<file path="config.mk">
export PLATFORM = sky130hd
export DESIGN_NAME = positional_array_editor
export DESIGN_NICKNAME = d
export VERILOG_FILES = /design/src/hw/rtl/pae_pkg.sv /design/src/hw/rtl/pae_cell.sv /design/src/hw/rtl/positional_array_editor.sv
export SDC_FILE = /design/constraint.sdc
export NUM_CORES = 2
export LEC_CHECK = 0
export BUFFER_PORTS_ARGS = -buffer_cell sky130_fd_sc_hd__buf_2
export CAP_MARGIN = 40
export CELL_PAD_IN_SITES_DETAIL_PLACEMENT = 0
export CELL_PAD_IN_SITES_GLOBAL_PLACEMENT = 2
export CORE_MARGIN = 10
export CORE_UTILIZATION = 43
export DETAILED_ROUTE_END_ITERATION = 12
export PLACE_DENSITY = 0.84
export SYNTH_ARGS = -nofsm -noshare
export SYNTH_HDL_FRONTEND = slang
export SYNTH_SLANG_ARGS = --single-unit
export TNS_END_PERCENT = 30
</file>
<file path="constraint.sdc">
create_clock -name i_clk -period 15.71 [get_ports i_clk]
set_clock_uncertainty 0.15 [all_clocks]
set_input_delay 2.3565 -clock i_clk [delete_from_list [all_inputs] [get_ports i_clk]]
set_output_delay 2.3565 -clock i_clk [all_outputs]
set_load 0.1 [all_outputs]
</file>
<file path="src/hw/rtl/pae_pkg.sv">
// Package for the positional array editor: sizes, codes, item structs and the
// command that the control logic broadcasts to the row of storage cells.
// No dependencies.
package pae_pkg;

    localparam int DEPTH  = 32;
    localparam int IDX_W  = (DEPTH > 1) ? $clog2(DEPTH) : 1;
    localparam int CNT_W  = $clog2(DEPTH + 1);
    // Width used for position and count compares; wide enough for the 6-bit
    // position field, for DEPTH itself and for one more.
    localparam int CMP_W  = ((CNT_W > 6) ? CNT_W : 6) + 1;
    localparam int DATA_W = 32;

    typedef enum logic [1:0] {
        REQ_INSERT = 2'd0,
        REQ_DELETE = 2'd1,
        REQ_APPEND = 2'd2,
        REQ_ROTATE = 2'd3
    } t_req_op;

    typedef enum logic [1:0] {
        STAT_OK     = 2'd0,
        STAT_FULL   = 2'd1,
        STAT_EMPTY  = 2'd2,
        STAT_BADPOS = 2'd3
    } t_status;

    typedef enum logic [2:0] {
        CELL_HOLD,
        CELL_INSERT,
        CELL_DELETE,
        CELL_APPEND,
        CELL_ROTATE
    } t_cell_op;

    typedef enum logic {
        ST_IDLE,
        ST_EMIT
    } t_state;

    typedef struct packed {
        logic [1:0]               req_type;
        logic [5:0]               position;
        logic signed [DATA_W-1:0] value;
    } t_in_item;

    typedef struct packed {
        t_status                  status;
        logic                     elem_valid;
        logic [4:0]               elem_index;
        logic signed [DATA_W-1:0] elem_value;
        logic [5:0]               count;
        logic                     last;
    } t_out_item;

    typedef struct packed {
        t_cell_op                 op;
        logic [CMP_W-1:0]         pos0;
        logic [CMP_W-1:0]         cnt;
        logic signed [DATA_W-1:0] value;
    } t_cell_cmd;

endpackage

</file>
<file path="src/hw/rtl/pae_cell.sv">
// One storage cell of the positional array editor chain.
// Depends on pae_pkg for the command struct and the sizes.
module pae_cell (
    input  logic                              i_clk,
    input  pae_pkg::t_cell_cmd                i_cmd,
    input  logic [pae_pkg::IDX_W-1:0]         i_index,
    input  logic signed [pae_pkg::DATA_W-1:0] i_left,
    input  logic signed [pae_pkg::DATA_W-1:0] i_right,
    input  logic signed [pae_pkg::DATA_W-1:0] i_first,
    output logic signed [pae_pkg::DATA_W-1:0] o_data
);
    import pae_pkg::*;

    logic signed [DATA_W-1:0] r_data;
    logic signed [DATA_W-1:0] n_data;
    logic [CMP_W-1:0]         idx;
    logic [CMP_W-1:0]         idx_p1;

    assign idx    = CMP_W'(i_index);
    assign idx_p1 = idx + CMP_W'(1);

    always_comb begin
        n_data = r_data;
        case (i_cmd.op)
            CELL_INSERT: begin
                // Cells above the slot take their lower neighbor.
                if (idx > i_cmd.pos0 && idx <= i_cmd.cnt) begin
                    n_data = i_left;
                end else if (idx == i_cmd.pos0) begin
                    n_data = i_cmd.value;
                end
            end
            CELL_DELETE: begin
                if (idx >= i_cmd.pos0 && idx_p1 < i_cmd.cnt) begin
                    n_data = i_right;
                end
            end
            CELL_APPEND: begin
                if (idx == i_cmd.cnt) begin
                    n_data = i_cmd.value;
                end
            end
            CELL_ROTATE: begin
                // The occupied part of the row turns left by one place.
                if (idx_p1 < i_cmd.cnt) begin
                    n_data = i_right;
                end else if (idx_p1 == i_cmd.cnt) begin
                    n_data = i_first;
                end
            end
            default: begin
                n_data = r_data;
            end
        endcase
    end

    always_ff @(posedge i_clk) begin
        r_data <= n_data;
    end

    assign o_data = r_data;

endmodule

</file>
<file path="src/hw/rtl/positional_array_editor.sv">
// Top level of the positional array editor: request decode, control and the
// output register around a row of pae_cell storage cells.
// Depends on pae_pkg and pae_cell.
//
// The list lives in a row of DEPTH cells, one element each; an insert, delete,
// append or rotate edits the whole row in the cycle the request item is
// accepted. The list is then read out from cell 0 while the occupied cells turn
// left by one place each cycle that the output register is free, which returns
// them to their order after the last element. A request gives one result item
// per element, or a single error or empty item, and the input stalls until its
// last result has been loaded into the output register. The output register
// lets the next request be accepted while that last result still waits to be
// taken.
module positional_array_editor (
    input  logic               i_clk,
    input  logic               i_rst_n,
    input  logic               i_in_valid,
    output logic               o_in_stall,
    input  pae_pkg::t_in_item  i_in_item,
    output logic               o_out_valid,
    input  logic               i_out_stall,
    output pae_pkg::t_out_item o_out_item
);
    import pae_pkg::*;

    t_state             r_state;
    t_state             n_state;
    logic [CNT_W-1:0]   r_count;
    logic [CNT_W-1:0]   n_count;
    logic [IDX_W-1:0]   r_k;
    logic [IDX_W-1:0]   n_k;
    t_status            r_status;
    t_status            n_status;
    logic               r_err;
    logic               n_err;
    logic               r_out_valid;
    t_out_item          r_out;
    t_out_item          n_out;
    logic               load_out;
    logic               out_free;
    logic               emit_last;
    t_cell_cmd          cmd;
    t_status            req_status;
    logic [CNT_W-1:0]   req_count;
    t_cell_op           req_op;
    logic [CMP_W-1:0]   pos_w;
    logic [CMP_W-1:0]   cnt_w;
    logic [CMP_W-1:0]   k_w;
    logic [CMP_W-1:0]   full_w;

    logic signed [DATA_W-1:0] w_data [DEPTH];

    assign pos_w     = CMP_W'(i_in_item.position);
    assign cnt_w     = CMP_W'(r_count);
    assign k_w       = CMP_W'(r_k);
    assign full_w    = CMP_W'(DEPTH);
    assign out_free  = !r_out_valid || !i_out_stall;
    assign emit_last = r_err || (k_w + CMP_W'(1) == cnt_w);

    // Request decode: full and empty are checked before the position.
    always_comb begin
        req_status = STAT_OK;
        req_count  = r_count;
        req_op     = CELL_HOLD;
        unique case (t_req_op'(i_in_item.req_type))
            REQ_INSERT: begin
                if (cnt_w == full_w) begin
                    req_status = STAT_FULL;
                end else if (pos_w == '0 || pos_w > cnt_w + CMP_W'(1)) begin
                    req_status = STAT_BADPOS;
                end else begin
                    req_op    = CELL_INSERT;
                    req_count = r_count + CNT_W'(1);
                end
            end
            REQ_DELETE: begin
                if (cnt_w == '0) begin
                    req_status = STAT_EMPTY;
                end else if (pos_w == '0 || pos_w > cnt_w) begin
                    req_status = STAT_BADPOS;
                end else begin
                    req_op    = CELL_DELETE;
                    req_count = r_count - CNT_W'(1);
                end
            end
            REQ_APPEND: begin
                if (cnt_w == full_w) begin
                    req_status = STAT_FULL;
                end else begin
                    req_op    = CELL_APPEND;
                    req_count = r_count + CNT_W'(1);
                end
            end
            REQ_ROTATE: begin
                if (cnt_w == '0) begin
                    req_status = STAT_EMPTY;
                end else begin
                    req_op = CELL_ROTATE;
                end
            end
            default: begin
                req_status = STAT_OK;
            end
        endcase
    end

    // Next state.
    always_comb begin
        n_state = r_state;
        unique case (r_state)
            ST_IDLE: begin
                if (i_in_valid) begin
                    n_state = ST_EMIT;
                end
            end
            ST_EMIT: begin
                if (out_free && emit_last) begin
                    n_state = ST_IDLE;
                end
            end
            default: begin
                n_state = ST_IDLE;
            end
        endcase
    end

    // Outputs and datapath control.
    always_comb begin
        o_in_stall = 1'b1;
        n_count    = r_count;
        n_k        = r_k;
        n_status   = r_status;
        n_err      = r_err;
        load_out   = 1'b0;
        cmd.op     = CELL_HOLD;
        cmd.pos0   = pos_w - CMP_W'(1);
        cmd.cnt    = cnt_w;
        cmd.value  = i_in_item.value;

        n_out.status     = r_status;
        n_out.elem_valid = !r_err;
        n_out.elem_index = r_err ? 5'd0 : k_w[4:0];
        n_out.elem_value = r_err ? '0 : w_data[0];
        n_out.count      = cnt_w[5:0];
        n_out.last       = emit_last;

        unique case (r_state)
            ST_IDLE: begin
                o_in_stall = 1'b0;
                if (i_in_valid) begin
                    cmd.op   = req_op;
                    n_count  = req_count;
                    n_status = req_status;
                    n_err    = (req_status != STAT_OK) || (req_count == '0);
                    n_k      = '0;
                end
            end
            ST_EMIT: begin
                if (out_free) begin
                    load_out = 1'b1;
                    if (!r_err) begin
                        cmd.op = CELL_ROTATE;
                        n_k    = r_k + IDX_W'(1);
                    end
                end
            end
            default: begin
                o_in_stall = 1'b1;
            end
        endcase
    end

    always_ff @(posedge i_clk) begin
        if (!i_rst_n) begin
            r_state     <= ST_IDLE;
            r_count     <= '0;
            r_k         <= '0;
            r_status    <= STAT_OK;
            r_err       <= 1'b0;
            r_out_valid <= 1'b0;
        end else begin
            r_state  <= n_state;
            r_count  <= n_count;
            r_k      <= n_k;
            r_status <= n_status;
            r_err    <= n_err;
            if (load_out) begin
                r_out_valid <= 1'b1;
            end else if (!i_out_stall) begin
                r_out_valid <= 1'b0;
            end
        end
    end

    always_ff @(posedge i_clk) begin
        if (load_out) begin
            r_out <= n_out;
        end
    end

    for (genvar g = 0; g < DEPTH; g++) begin : g_cell
        logic signed [DATA_W-1:0] left_data;
        logic signed [DATA_W-1:0] right_data;

        if (g == 0) begin : g_first
            assign left_data = '0;
        end else begin : g_mid_left
            assign left_data = w_data[g-1];
        end

        if (g == DEPTH - 1) begin : g_last
            assign right_data = '0;
        end else begin : g_mid_right
            assign right_data = w_data[g+1];
        end

        pae_cell u_cell (
            .i_clk   (i_clk),
            .i_cmd   (cmd),
            .i_index (IDX_W'(g)),
            .i_left  (left_data),
            .i_right (right_data),
            .i_first (w_data[0]),
            .o_data  (w_data[g])
        );
    end

    assign o_out_valid = r_out_valid;
    assign o_out_item  = r_out;

endmodule

</file>
# ---- After elaboration in Yosys (flattened, before gate mapping)
# Index checks and enable logic that the tools add are counted.
dict set report totals {
  ff_bits 1087
  latchBits 0
  ramBits 0
  rom_bits 0
  inputBits 44
  out_inout_bits 49
  wordCells 758
  mem_count 0
}
dict set report classes {
  n_addsub 6
  mul 0
  n_div 0
  order_cmp 130
  n_eq_ne 204
  n_shift 0
  n_mux 259
  n_bitwise 1
  reduce_logical 114
}
# op n
set op_table {}
lappend op_table {{$mux W32} 191}
lappend op_table {{$pmux W32 S4} 32}
lappend op_table {{$ne A3 B1 Y1 const B} 63}
lappend op_table {{$reduce_and A5 Y1} 32}
lappend op_table {{$ne A2 B1 Y1 const B} 66}
lappend op_table {{$eq A5 B7 Y1 const A} 16}
lappend op_table {{$ge A5 B7 Y1 const A} 16}
lappend op_table {{$gt A5 B7 Y1 const A} 16}
lappend op_table {{$eq A5 B6 Y1 const A} 16}
lappend op_table {{$le A5 B6 Y1 const A} 16}
lappend op_table {{$lt A5 B6 Y1 const A} 16}
lappend op_table {{$logic_and A1 B1 Y1} 65}
lappend op_table {{$eq A4 B7 Y1 const A} 8}
lappend op_table {{$ge A4 B7 Y1 const A} 8}
lappend op_table {{$gt A4 B7 Y1 const A} 8}
lappend op_table {{$eq A4 B6 Y1 const A} 8}
lappend op_table {{$le A4 B6 Y1 const A} 8}
lappend op_table {{$lt A4 B6 Y1 const A} 8}
lappend op_table {{$mux W6} 5}
lappend op_table {{$eq A3 B7 Y1 const A} 4}
lappend op_table {{$ge A3 B7 Y1 const A} 4}
lappend op_table {{$gt A3 B7 Y1 const A} 4}
lappend op_table {{$eq A3 B6 Y1 const A} 4}
lappend op_table {{$le A3 B6 Y1 const A} 4}
lappend op_table {{other kinds (51)} 96}

# ---- Logic depth before layout (Yosys ltp)
dict set report depth {
  depth_word 11
  ltp_mapped 18
  ltp_nobuf 14
}

# ---- By module
# Synthesis repeated with hierarchy kept, for this count alone.
dict set report hier_totals {
  hier_cells 8580
  hier_area_um2 92621.3
}
# mod n_inst cells_each area_per_inst_um2 seq_area_each_um2
set modules_own_cells {}
lappend modules_own_cells {pae_cell 32 258 2786.4 960.9}
lappend modules_own_cells {positional_array_editor 1 324 3455.8 1731.7}

# ---- Worst setup path after synthesis
# OpenSTA, ideal clock, no wires.
dict set report synth_path {
  kind {in2reg}
  start {input port i_out_stall}
  end {register g_cell[27].u_cell.r_data[0], enable pin}
  setup_ns 0.595
  t_arrival_ns 12.859
  t_required_ns 14.965
  path_slack_ns 2.106
  path_stages 8
  path_buffers 2
  cell_sequence {a21boi_0 > nand2_1 > and2_1 > o21ai_2 > buf_2 > buf_4 > nor2_2 > a2111oi_0}
}
dict set report synth_via {
  elab_chain_cells 7
  word_cells_on_any_way 14
  classes_between {8 x eq/ne; 2 x mux; 4 x reduce/logical}
}
# element line
set synth_lines {}
lappend synth_lines {{start, declared} positional_array_editor.sv:21} ;# input logic i_out_stall,
lappend synth_lines {{$logic_not A1 Y1 *} -}
lappend synth_lines {{$logic_or A1 B1 Y1 *} positional_array_editor.sv:57} ;# assign out_free = !r_out_valid || !i_out_stall;
lappend synth_lines {{$mux W3 *} positional_array_editor.sv:159} ;# if (out_free) begin
lappend synth_lines {{$pmux W3 S2 *} positional_array_editor.sv:147} ;# unique case (r_state)
lappend synth_lines {{$eq A3 B3 Y1 (tied with other cells)} pae_cell.sv:24} ;# case (i_cmd.op)
lappend synth_lines {{$ne A3 B1 Y1 (no line) (tied with other cells)} -}
lappend synth_lines {{$reduce_and A5 Y1 (no line) *} -}
lappend synth_lines {{end signal, assigned} pae_cell.sv:58} ;# r_data <= n_data;
lappend synth_lines {{end, declared} pae_cell.sv:14} ;# logic signed [DATA_W-1:0] r_data;
# Mark *: on every way between the ends. The rest lies on a longest branch, timed or not.
# A chain may end at the register's enable or synchronous reset.

# ---- Final worst setup path
dict set report layout_path {
  start {input port i_in_item[32] in the netlist's numbering}
  end {register g_cell[2].u_cell.r_data[26], data pin}
}
dict set report layout_via {
  elab_chain_cells 9
  word_cells_on_any_way 21
  classes_between {1 x add/sub; 3 x order compare; 4 x eq/ne; 9 x mux; 4 x reduce/logical}
}
# element line
set layout_lines {}
lappend layout_lines {{start, declared} positional_array_editor.sv:19} ;# input pae_pkg::t_in_item i_in_item,
lappend layout_lines {{$gt A6 B7 Y1 (tied with other cells)} positional_array_editor.sv:69} ;# end else if (pos_w == '0 || pos_w > cnt_w + CMP_W'(1)) begin
lappend layout_lines {{$logic_or A1 B1 Y1 (on tied branches)} {positional_array_editor.sv:69, positional_array_editor.sv:79}}
lappend layout_lines {{$mux W1 / $mux W2 (equally long branches)} {positional_array_editor.sv:69, positional_array_editor.sv:79}}
lappend layout_lines {{$mux W1 / $mux W2 (equally long branches)} {positional_array_editor.sv:67, positional_array_editor.sv:77}}
lappend layout_lines {{$pmux W3 S4} positional_array_editor.sv:65} ;# unique case (t_req_op'(i_in_item.req_type))
lappend layout_lines {{$mux W3} positional_array_editor.sv:150} ;# if (i_in_valid) begin
lappend layout_lines {{$pmux W3 S2} positional_array_editor.sv:147}
lappend layout_lines {{$eq A3 B3 Y1 (tied with other cells)} pae_cell.sv:24}
lappend layout_lines {{$pmux W32 S4 *} pae_cell.sv:24}
lappend layout_lines {{net g_cell[2].u_cell.n_data[26]} pae_cell.sv:15} ;# logic signed [DATA_W-1:0] n_data;
lappend layout_lines {{end signal, assigned} pae_cell.sv:58}
lappend layout_lines {{end, declared} pae_cell.sv:14}
# Mark *: on every way through the listed nets, which the timed path passes. The rest lies on a longest branch.

==> summary.txt <==
Outcome
  – Status: completed

Logic synthesis
  – Synthesized Nets: 5965
  – Post-Synth Adder-Cell Area: less than 1%
  – Mapped Cells: ~6000
  – Compound-Gate Fraction of Synth Area: 22.6%
  – Cell variety after synth: 92
  – Register area share after synthesis: 52.2%
  – Ys async rst share: 0%
  – Syn avg cell area: 10.5 sq um
  – Register bit total from synthesis: 1087
  – EDFF count, synth: 1071
  – Multiplexer share of the synthesized area: 6.99%
  – Synthesis warning total: 0
  – Main combinational cell family by area after synthesis: compound AO/OA/AOI/OAI gates
  – Top FF cell, synth: edfxtp_1
  – Synth Cell Area: 62200 sq um
  – Simple-gate area share of the yosys netlist: 12.5%
  – Xor and xnor area share after synthesis: 0.265%

Worst hold path
  – Worst hold-check path type: flop to flop

Timing
  – Max Slew Vio Count: 0
  – Post-Route Setup TNS: 0 ns
  – RSZ-0062 raised after global routing: false
  – Worst-margin pin slew: 1.02 ns
  – Relative slew slack: 31.9%
  – Final-report setup violation count: 0
  – Final Hold Viols: 0
  – Max Freq: ~130 MHz
  – Min Tclk post-route: 7.93 ns
  – Final worst-path cycle share: 50.5%

Route
  – Drt pass-1 iters: 13
  – Total Wirelength: 294000 um
  – Vias: 57700
  – DR iter-0 viols: 11000
  – Remaining antenna violation count after routing: 0
  – Post-DR wirelength/cell: roughly 38 um
  – DRC Markers: 0
  – DR vias/cell: 7.52

Die
  – Die Area: 160000 sq um
  – Die Y: 400 um
  – Starting Density: 43.3%
  – Core box area: 144000 sq um
  – Ports: 93
  – Row count: 139
  – Die width: ~400 um

Final layout
  – Most common cell after layout, fill and taps aside: nand2_1
  – Most frequent cells in the layout: nand2_1, edfxtp_1, mux2i_1, a32oi_1, a222oi_1
  – Final #Nets: 5733
  – Post-route cell area: 69400 sq um
  – Area Overhead vs Synth: 11.5%
  – Layout cells sized above 1: 13.1%

Worst setup path
  – Crit path arrival time: 8.37 ns
  – Req. time, crit path: 16.15 ns
  – CP Class: primary input to flop
  – CP max FO: 168
  – Worst reg2reg path depth: 17
  – CP endpoint kind: flop
  – RR Startpoint: r_count[1]$_SDFFE_PN0P_
  – Reg2Reg Setup Slack: 8.94 ns
  – Capture point of the worst reg-to-reg path: g_cell[2].u_cell.o_data[26]$_DFFE_PP_
  – Critical path origin: i_in_item[32]
  – Worst Setup EP: g_cell[2].u_cell.o_data[26]$_DFFE_PP_
  – Crit path launch type: primary input

Power and ir drop
  – Total Power: a little over 0.01 W
  – Leakage: 24.5 nW
  – IR drop worst, VDD: 0.0000927 V
  – Power Density: around 150 nW/um^2

CTS
  – Post-CTS Repair Setup Buffers: 0
  – TritonCTS buffer count: 118
  – Clock Latency Late Sink: 0.77 ns
  – PostCTS Resize Cnt: 0
  – Worst-path clk slew: 0.06 ns
  – CTS tree: yes
  – Htree depth: 3
  – CTS sink count: about 1100
  – Clk root buf: clkbuf_16
  – Bufs on Longest Clock Path: 3
  – Hold Buf Count CTS: 0

GRT
  – Total GRT Usage: 34.7%
  – First-pass GRT wire length: 416000 um
  – Vias in the first global route: 55800
  – Initial antenna violation count: 9
  – Grt ovf: 0
  – Pin count of the biggest net entering global routing: 169

Placement
  – Global placement routability congestion: 0.954
  – Area after DPL: 65500 sq um
  – DP Wirelength: approximately 160000 um
  – Port bufs: 92

Job
  – Max Cap Violations: 0
==> through the flow <==
step	util, %	hold slack, ns	setup slack [ns]	instances
finish	48.3	0.288	7.78	7667
global route	48.3	0.317	7.48	7666
CTS	48.3	0.292	7.99	7665
detailed placement	45.6	0.278	7.19	7449
global placement	45.1	0.274	6.84	7408
floorplan	-	0.253	2.11	5899
==> worst min path at each step <==
stage | startpoint | to | slack, ns | cells after the start
floorplan | r_count[4]$_SDFFE_PN0P_ | o_out_item[5]$_DFFE_PP_ | 0.25 | 0
finish | r_status[1]$_SDFFE_PN0P_ | o_out_item[46]$_DFFE_PP_ | 0.29 | 0
CTS | r_status[1]$_SDFFE_PN0P_ | o_out_item[46]$_DFFE_PP_ | 0.29 | 0
global route | r_status[1]$_SDFFE_PN0P_ | o_out_item[46]$_DFFE_PP_ | 0.32 | 0
detailed placement | r_status[1]$_SDFFE_PN0P_ | o_out_item[46]$_DFFE_PP_ | 0.28 | 0
global placement | r_status[1]$_SDFFE_PN0P_ | o_out_item[46]$_DFFE_PP_ | 0.27 | 0
==> state kept, by name, summed over array words and instances (netlist names) <==
register              flops
r_state                   1
r_k                       5
o_out_valid               1
o_out_item               47
r_count                   6
r_status                  2
g_cell.u_cell.o_data   1024
r_err                     1
==> cell usage after synthesis (9+ instances only) <==
library cell / number / area share [%]
nand2_1: 1587 / 9.6
edfxtp_1: 1071 / 52
clkbuf_1: 517 / 3.1
mux2i_1: 432 / 6.9
a32oi_1: 396 / 5.6
a222oi_1: 301 / 4.8
a22o_1: 231 / 3.3
a221o_1: 200 / 3.2
buf_2: 156 / 1.3
a21oi_1: 124 / 1.0
nor2_1: 111 / 0.67
o21ai_1: 84 / 0.68
a22oi_1: 71 / 0.86
o21ai_0: 62 / 0.50
inv_1: 49 / 0.30
o31ai_1: 48 / 0.58
nor2b_1: 45 / 0.45
a32o_1: 33 / 0.53
nor3_1: 30 / 0.24
nand3_1: 28 / 0.23
buf_1: 25 / 0.15
a31oi_1: 22 / 0.22
ha_1: 22 / 0.44
dfxtp_1: 16 / 0.51
a21o_1: 15 / 0.18
and2_1: 15 / 0.15
nor4_1: 14 / 0.14
xnor2_1: 14 / 0.20
or3_1: 13 / 0.13
buf_4: 11 / 0.13
o22ai_1: 11 / 0.11
nor3_2: 10 / 0.16
a211oi_1: 9 / 0.11
==> power by group <==
group | internal [W] | leakage (nW) | switching (W)
clock network | 0.00160 | 1.87 | 0.00129
logic | 0.000777 | 12.5 | 0.00216
registers | 0.00401 | 10.2 | 0.000346
total | 0.00638 | 24.5 | 0.00379
==> area by class of cell <==
class	instances	area [sq um]
Inverter	50	188
Sequential cell	1087	32500
Clock buffer	140	3080
Antenna cell	1	2.50
Fill cell	13100	74300
Clock inverter	76	797
Timing Repair Buffer	361	2930
Multi-Input combinational cell	4049	27500
Tap cell	1903	2380
==> metal layers <==
| layer | share of wire [%] | global-route usage (%) |
|---|---|---|
| met5 | 0.032 | 0 |
| met4 | 7.2 | 20.6 |
| met3 | 15 | 10.9 |
| met2 | 42 | 51.5 |
| met1 | 36 | 44.3 |
==> kinds of logic (layout without fill, tap and decap cells) <==
kind of cell / Yosys count / count (layout)
compound gates: 1666 / 1666
fa+ha+maj: 22 / 22
simple gates: 1909 / 1909
other cells: 0 / 1
buf+inv: 763 / 627
mux: 434 / 434
xor+xnor: 18 / 18
flops: 1087 / 1087
==> worst max-delay path: stages <==
cell and delay (ns):
buf_2 0.24, inv_1 0.22, ha_1 0.52, nand2b_1 0.19, or4_4 0.48, nand2_1 0.15
o21ai_2 0.06, buf_4 0.24, a21oi_4 0.16, buf_4 0.66, buf_4 0.84, buf_12 0.67
buf_4 0.38, buf_16 0.29, a21oi_2 0.17, buf_8 0.24, a32oi_1 0.19
Note: power is estimated with default switching activity, not from simulation.
